File: config.mk
export PLATFORM = sky130hd
export DESIGN_NAME = c1d_ram
export DESIGN_NICKNAME = d
export VERILOG_FILES = /design/src/rtl/conv1d_valid_multichannel_assert.svh /design/src/rtl/c1d_ram.sv
export SDC_FILE = /design/constraint.sdc
export NUM_CORES = 1
export LEC_CHECK = 0
export BUFFER_PORTS_ARGS = -buffer_cell sky130_fd_sc_hd__buf_2
export CAP_MARGIN = 20
export CORE_ASPECT_RATIO = 0.5
export CORE_MARGIN = 1
export CORE_UTILIZATION = 40
export DETAILED_ROUTE_END_ITERATION = 8
export HOLD_SLACK_MARGIN = 0.12
export PLACE_DENSITY = 0.54
export SYNTH_ARGS = -nofsm -noshare
export SYNTH_HDL_FRONTEND = slang
export SYNTH_SLANG_ARGS = --single-unit
File: constraint.sdc
create_clock -name clk -period 3.8 [get_ports clk]
set_input_delay 0.95 -clock clk [delete_from_list [all_inputs] [get_ports clk]]
set_output_delay 0.95 -clock clk [all_outputs]
set_load 0.02 [all_outputs]
File: src/rtl/conv1d_valid_multichannel_assert.svh
// Assertion macros for the 1-D convolution block
`ifndef CONV1D_VALID_MULTICHANNEL_ASSERT_SVH
`define CONV1D_VALID_MULTICHANNEL_ASSERT_SVH

// Same-cycle implication, checked outside reset
`define C1D_ASSERT_NOW(label, ante, cons, msg) \
    label: assert property (@(posedge clk) disable iff (!rst_n) (ante) |-> (cons)) \
        else $error(msg);

// Next-cycle implication, checked outside reset
`define C1D_ASSERT_NEXT(label, ante, cons, msg) \
    label: assert property (@(posedge clk) disable iff (!rst_n) (ante) |=> (cons)) \
        else $error(msg);

`endif

File: src/rtl/c1d_ram.sv
// Generic simple dual-port RAM with registered read
module c1d_ram #(
    parameter int WIDTH = 16,
    parameter int DEPTH = 64
) (
    input  logic                     clk,
    input  logic                     we,
    input  logic [$clog2(DEPTH)-1:0] waddr,
    input  logic [WIDTH-1:0]         wdata,
    input  logic [$clog2(DEPTH)-1:0] raddr,
    output logic [WIDTH-1:0]         rdata
);

    logic [WIDTH-1:0] mem [DEPTH];
    logic [WIDTH-1:0] rdata_reg;

    always_ff @(posedge clk)
    begin
        if (we)
        begin
            mem[waddr] <= wdata;
        end
        rdata_reg <= mem[raddr];
    end

    assign rdata = rdata_reg;

endmodule

==> results.toml <==
[synth]
synth.mux.area_fraction = 0.155
synth_enable_flop_cells = 1024
synth_top_area_share = 0.768
avgSynthCellArea_um2 = 21.9
synthAdderAreaFrac = 0
syn_nets = 1859
synth_most_common_cell = "edfxtp_1"
synth-compound-area-share = 0.0241
synth_top_family_by_area = "multiplexers"
synthTopCellsByCount = "edfxtp_1 (1,024), mux4_2 (220), mux2i_1 (85), nor2_1 (72), nand2_1 (59)"
synth_cell_types = 43
seq_area_frac_synth = 0.776
synthArstFlopShare = 0
synth-warning-count = 0
ys_ff_latch = 1040
synth_xor_area_frac = 0
synthSimpleGateAreaFrac = 0.0265
synth_area_leaders = "edfxtp_1 (77%), mux4_2 (12%), mux2i_1 (2.1%)"
synth_area_leader_cell = "edfxtp_1"
synth_ff_type = "edfxtp_1"
synth_area_um2 = 40000
netlist_instances = 1829

[placed_design]
dpl_worst_slack_ps = 239
place_area_um2 = 42700
io_buffers = 45
place_inst = 3261
gp_congestion = 0.791
hpwl_um = 60900

[flow_run]
maxCapViolCount = 0

[route]
ant_nets = 0
vias = 19000
drt-total-wl_um = 98500
via_per_inst = 5.54
wl_per_cell_um = 28.7
drc_errors = 0
drtPass1Iterations = 7
drt_iter0_markers = 1667

[sta]
finalCriticalPeriod_ps = 2840
post-route-period-util = 0.747
max_freq_mhz = 352
finalHoldViolations = 0
worst_pin_slew_ps = 1100
rsz0062_at_grt = "no"
setup_ws_ps = 963
skew_ps = 19.7
slew_headroom = 0.267
slew_viol_final = 0
setup_viol = 0
setup_tns_ps = 0

[cts]
cts-hold-fix-buffers = 0
cts_setup_buffers = 0
cts-resized-gates = 0
cts_sinks = 1040
h-tree-depth = 3
tritoncts = "done"
clock_latency_ps = 680
cts_buffers = 93
clockBufferDepth = 3
cts-root-buf = "clkbuf_16"
path_clk_slew_ps = 60

[power]
switching_share = 0.211
p_leak_nw = 14.5
power_frac_comb = 0.054
clkPwrFrac = 0.402
p_int_mw = 18.5
worst_ir_drop_vdd_mv = 0.359
power_frac_seq = 0.544
power.density_nw_per_um2 = 512
netSwitchingPower_mw = 4.95

[setup_path]
cp_max_fo = 18
cp.required_ps = 4340
start_kind = "input pin"
criticalPathCategory = "in2reg"
worstPathArrival_ps = 3380
timing.rr.start = "mem[23][4]$_DFFE_PP_"
r2r_end = "rdata[4]$_DFF_P_"
rrSetupSlack_ps = 1590
rr_worst_depth = 6
cp-end-kind = "flop"

[cells_and_area]
nNetsFinal = 2058
largest_reg_flops = 1024
final_area_um2 = 45700
fillers = 8139
utilization = 0.464
drive_gt1_frac = 0.290
final-seq-area_um2 = 31100
area_growth_pct = 14.1
multi_input_area_um2 = 8280
final-instance-count-excl-fill = 3435

[floorplan]
fp.dieW_um = 449
initial_utilization = 0.407
die_h_um = 226
ios = 46
dieArea_um2 = 101000
row_count = 81
coreArea_um2 = 98400

[hold_path]
hold_end = "mem[30][3]$_DFFE_PP_"
min_from = "wdata[3]"
min_path_cells = 1
min_path_type = "in2reg"

[global_route]
grt.overflow.total = 0
antenna_found_initial = 2
grt_max_degree = 65
grt_pass1_wl_um = 142000
grt_pass1_vias = 19400
grt_usage = 0.196

[run_status]
status = "completed"
-- layer usage --
layer,wire [um],global-route usage,part of all wire
met1,45500,0.288,0.46
met2,46400,0.311,0.47
met3,4930,0.0301,0.050
met4,1730,0.0435,0.018
met5,0,0,0
-- cell families after synthesis --
group	count (synthesis)
AND/OR/NAND/NOR	220
AO/OA/AOI/OAI	129
flip-flops	1040
buffers and inverters	104
multiplexers	336
-- final cells by class --
cell class	instances	share of cell area
well taps	1328	0.0364
clock inverters	29	0.00578
repair buffers	208	0.0361
multi-input cells	685	0.181
clock buffers	142	0.0599
diodes	3	0.000164
flip-flops and latches	1040	0.680
-- power groups by stage --
stage               Sequential [mW]  Clock [mW]  Combinational (mW)
floorplan                      13.0           0               0.657
global placement               13.0           0                1.27
detailed placement             13.0           0                1.27
CTS                            12.7        9.59                1.28
global route                   12.7        9.97                1.33
finish                         12.7        9.41                1.25
-- critical path, stage by stage --
cell and delay, ps:
buf_8 250, buf_4 350, mux4_2 540, mux2i_1 240, a22oi_1 250, a31oi_1 520, buf_4 210, a311oi_1 40
-- worst max-delay path by stage --
stage                        start                    to  slack (ps)  cells past startpoint
final                     raddr[0]      rdata[4]$_DFF_P_         960                      8
after global routing      raddr[0]      rdata[4]$_DFF_P_         840                      8
after CTS                 raddr[0]      rdata[4]$_DFF_P_         970                      8
after detailed placement  raddr[0]      rdata[4]$_DFF_P_         240                      8
after global placement    raddr[0]      rdata[4]$_DFF_P_         230                      8
after floorplan           waddr[3]  mem[48][0]$_DFFE_PP_         820                      4
-- layout by cell type (no fill, tap or decap), types with 17 or more instances in the layout --
| cell type | instances |
|---|---|
| buf_4 | 149 |
| mux2i_1 | 85 |
| nor2b_1 | 30 |
| nand3_1 | 24 |
| mux4_2 | 220 |
| a22oi_1 | 39 |
| nor2_1 | 59 |
| clkbuf_1 | 31 |
| mux2_2 | 27 |
| buf_2 | 42 |
| a21oi_1 | 17 |
| edfxtp_1 | 1024 |
| nand2_1 | 59 |
| clkbuf_16 | 97 |
-- per-stage QoR --
| stage | power (mW) | hold slack (ps) |
|---|---|---|
| after floorplan | 13.6 | 750 |
| final | 23.4 | 563 |
| after detailed placement | 14.3 | 830 |
| after global placement | 14.3 | 833 |
| after CTS | 23.6 | 510 |
| after global routing | 24.0 | 523 |
Power figures use the tool's default switching activity.
