`src/rtl/conv1d_valid_multichannel_assert.svh`:
```
// Assertion macros for the 1-D convolution block
`ifndef CONV1D_VALID_MULTICHANNEL_ASSERT_SVH
`define CONV1D_VALID_MULTICHANNEL_ASSERT_SVH

// Same-cycle implication, checked outside reset
`define C1D_ASSERT_NOW(label, ante, cons, msg) \
    label: assert property (@(posedge clk) disable iff (!rst_n) (ante) |-> (cons)) \
        else $error(msg);

// Next-cycle implication, checked outside reset
`define C1D_ASSERT_NEXT(label, ante, cons, msg) \
    label: assert property (@(posedge clk) disable iff (!rst_n) (ante) |=> (cons)) \
        else $error(msg);

`endif

```
`src/rtl/c1d_pkg.sv`:
```
// Shared constants, types and helpers of the 1-D convolution block
package c1d_pkg;

    localparam int MAX_TAPS   = 8;
    localparam int MAX_IN_CH  = 8;
    localparam int MAX_OUT_CH = 16;
    localparam int FRAC_BITS  = 8;

    localparam int TAP_W   = 3;
    localparam int CH_W    = 3;
    localparam int FILT_W  = 4;
    localparam int SAMP_W  = 16;
    localparam int PROD_W  = 32;
    localparam int ACC_W   = 40;
    localparam int OUT_W   = 32;
    localparam int WADDR_W = 10;
    localparam int SADDR_W = TAP_W + CH_W;

    localparam int WEIGHT_DEPTH = 1024;
    localparam int SAMPLE_DEPTH = MAX_TAPS * MAX_IN_CH;

    localparam logic [1:0] FUNC_WEIGHT = 2'd0;
    localparam logic [1:0] FUNC_BIAS   = 2'd1;
    localparam logic [1:0] FUNC_SAMPLE = 2'd2;
    localparam logic [1:0] FUNC_START  = 2'd3;

    localparam logic [1:0] REG_NUM_TAPS = 2'd0;
    localparam logic [1:0] REG_IN_CH    = 2'd1;
    localparam logic [1:0] REG_OUT_CH   = 2'd2;
    localparam logic [1:0] REG_USE_BIAS = 2'd3;

    typedef logic signed [ACC_W-1:0]  acc_t;
    typedef logic signed [PROD_W-1:0] prod_t;

    typedef struct packed {
        logic load;
        logic shift;
        logic add;
    } cell_ctrl_t;

    function automatic logic [3:0] clamp_4(input logic [3:0] v, input logic [3:0] hi);
        logic [3:0] r;
        begin
            r = v;
            if (v == 4'd0)
            begin
                r = 4'd1;
            end
            else if (v > hi)
            begin
                r = hi;
            end
            return r;
        end
    endfunction

    function automatic logic [4:0] clamp_5(input logic [4:0] v, input logic [4:0] hi);
        logic [4:0] r;
        begin
            r = v;
            if (v == 5'd0)
            begin
                r = 5'd1;
            end
            else if (v > hi)
            begin
                r = hi;
            end
            return r;
        end
    endfunction

endpackage

```
`src/rtl/c1d_cell.sv`:
```
// One accumulator cell of the rotating filter ring
module c1d_cell (
    input  logic                clk,
    input  c1d_pkg::cell_ctrl_t ctrl,
    input  c1d_pkg::acc_t       init_val,
    input  c1d_pkg::acc_t       nb_val,
    input  c1d_pkg::prod_t      prod,
    output c1d_pkg::acc_t       acc
);
    import c1d_pkg::*;

    acc_t acc_reg;
    acc_t acc_next;

    always_comb
    begin
        acc_next = acc_reg;
        if (ctrl.load)
        begin
            acc_next = init_val;
        end
        else if (ctrl.shift)
        begin
            acc_next = nb_val + (ctrl.add ? acc_t'(prod) : acc_t'(0));
        end
    end

    always_ff @(posedge clk)
    begin
        acc_reg <= acc_next;
    end

    assign acc = acc_reg;

endmodule

```
`config.mk`:
```
export PLATFORM = sky130hd
export DESIGN_NAME = c1d_cell
export DESIGN_NICKNAME = d
export VERILOG_FILES = /design/src/rtl/conv1d_valid_multichannel_assert.svh /design/src/rtl/c1d_pkg.sv /design/src/rtl/c1d_cell.sv
export SDC_FILE = /design/constraint.sdc
export NUM_CORES = 1
export LEC_CHECK = 0
export BUFFER_PORTS_ARGS = -buffer_cell sky130_fd_sc_hd__buf_2
export CORE_MARGIN = 5
export CORE_UTILIZATION = 51
export DETAILED_ROUTE_END_ITERATION = 8
export PLACE_DENSITY = 0.92
export RECOVER_POWER = 50
export SLEW_MARGIN = 0
export SYNTH_ARGS = -nofsm -noshare
export SYNTH_HDL_FRONTEND = slang
export SYNTH_SLANG_ARGS = --single-unit
```
`constraint.sdc`:
```
create_clock -name clk -period 3.7 [get_ports clk]
set_input_delay 0.185 -clock clk [delete_from_list [all_inputs] [get_ports clk]]
set_output_delay 0.185 -clock clk [all_outputs]
set_load 0.05 [all_outputs]
```
==> summary.txt <==
library cells used by synthesis -> 48
Chip Height -> 99.5 um
Crit Path Max Fanout -> 7
grt ovf -> 0
clock tree buffer depth -> 2
WP data required -> 3.68 ns
Max Freq -> 326 MHz
startpoint types -> primary input
hold violation total from the final report -> 0
CTS root buffer -> clkbuf_8
Place WS -> 0.378 ns
Post-Route Setup TNS -> 0 ns
hold slack -> 0.170 ns
Syn Nets -> 653
max-cap viol count -> 2
worst path arrival time -> 3.05 ns
post-layout minimum cycle time -> 3.07 ns
post-synthesis mux area share -> 0.276%
Reg clk slew, reported paths -> 0.08 ns
flops & latches, synth -> 40
RSZ-0062 raised after global routing -> no
first-pass GRT wire length -> 19400 um
Syn-to-layout area delta -> 21.9%
DR iter-0 viols -> 290
Adder-Cell Fraction of Synth Area -> 12.4%
vias in the first global route -> 4100
most frequent cell after synthesis -> nand2_1
Synth Warn # -> 0
max reg flops -> 40
Worst Setup End Kind -> flip-flop
gr usage total -> 23.8%
relative slew slack -> -14.1%
die area -> 9890 sq um
Final WS setup -> 0.632 ns
synthesized area -> 4080 sq um
Avg Cell Area, Syn -> 8.21 sq um
register area share after synthesis -> 29.4%
Hold WC Path Type -> primary input to flip-flop
number of iterations in the first detailed-routing pass -> 6
xor/xnor cell area share of the yosys netlist -> 7.51%
area of the multi-input gates -> 2750 sq um
PwrDens -> 357 nW/um^2
final setup violating endpoints -> 0
Port-buffer cells -> 155
leading area contributor after synthesis -> edfxtp_1
antenna-violating nets left -> 0
I/O Pins -> 156
Async S/R FF share, synth -> 0%
top post-synthesis cells by area -> edfxtp_1, ha_1, nand2_1
total clock sinks -> 40
Final Wtd Congestion -> 0.924
via count -> 4283
post-CTS setup buffer count -> 0
LEAKAGE -> 2.37 nW
Cells after Synth -> 497
Inserted Clock Buffers -> 5
Synth top area share -> 29.4%
largest family of logic cells by synthesized area -> compound AO/OA/AOI/OAI gates
ANT cells -> 0
post-synthesis compound-gate area fraction -> 26.8%
CTS Hold Buffers Added -> 0
Resized cells post-CTS -> 0
critical path class -> primary input to flip-flop
failing checks -> max-capacitance violations, max-slew violations
Initial Util -> 52.6%
fillers -> 698
maximum vdd ir drop -> 187 uV
Commonest cells post-synth -> nand2_1, o21ai_0, edfxtp_1
DP HPWL -> 10000 um
measured slew at the worst slew-check pin -> 1.71 ns
nets -> 794
ratio of cells with drive above 1 in the final layout -> 19.9%
top_reg_cell synth -> edfxtp_1
Die Span X -> 99.5 um
Post-Synth Simple-Gate Area -> 20.3%
Core ar. -> 7770 sq um
Post-Route WL -> 12300 um
WL/cell -> 16.7 um
initial antenna violation count -> 0
post-route clock period utilization -> 82.9%
Max Slew Vio Count -> 88
num rows -> 32
status -> finished, violations left
vias per cell -> 5.78
Reg area -> 1200 sq um
Max H-tree Level -> 2
largest net degree at the start of global routing -> 47
number of synthesized flops with an enable pin -> 40
# DRC -> 0
TritonCTS clock tree -> yes
-- metrics by stage --
stage	total power, W	std cells	area (sq um)	util, %
3_5_place_dp	0.00144	733	4920	63.3
4_1_cts	0.00179	741	5030	64.7
2_1_floorplan	0.00121	497	4080	-
3_3_place_gp	0.00142	733	4920	63.3
6_report	0.00178	741	4980	64.1
5_1_grt	0.00187	741	4980	64.1
-- worst paths after layout --
check / depth (start not counted) / to / from
min: 3 / acc[10] / init_val[10]
max: 13 / acc[38] / ctrl[0]
-- area by class of cell --
type | instances | area share, %
sequential | 40 | 24.1
clock buffer | 5 | 1.38
tap | 102 | 2.56
multi-input combinational | 423 | 55.3
clock inverter | 3 | 0.855
timing repair buffer | 158 | 15.0
inverter | 10 | 0.754
-- cells by family after synthesis --
family                   after synthesis
flip-flops                            40
XOR/XNOR                              35
AO/OA/AOI/OAI                        172
adder cells (fa/ha/maj)               40
multiplexers                           1
AND/OR/NAND/NOR                      175
buffers and inverters                 34
-- worst max-delay path: stages --
cell and delay [ns]:
buf_2 0.16, and2_1 0.16, ha_1 0.20, inv_1 0.07, fa_1 0.40, and2b_1 0.23, o2111ai_1 0.18, a211oi_1 0.38
o31ai_1 0.18, o31ai_1 0.54, a21oi_1 0.16, xor2_1 0.15, o21ai_0 0.08
-- layout by cell type (no fill, tap or decap), drive strengths merged, types with 26 or more instances in the layout --
master,synthesis,layout
a21oi,36,36
nor2,26,26
and2,31,31
o21ai,52,52
nand2,76,76
ha,39,39
a21o,27,27
buf,1,117
clkbuf,23,46
edfxtp,40,40
-- metal layers --
layer	routed length [um]	track usage, %	up-vias
li1	-	-	2106
met1	5150	31.4	1935
met2	5900	41.1	218
met3	1040	3.30	24
met4	249	6.20	0
met5	0	0	-
-- report_power, final --
group / leakage, nW / internal [W] / switching (W)
clock: 0.0541 / 0.000200 / 0.000155
combinational: 1.90 / 0.000249 / 0.000564
sequential: 0.411 / 0.000584 / 0.0000244
total: 2.37 / 0.00103 / 0.000743
Power figures use the tool's default switching activity.
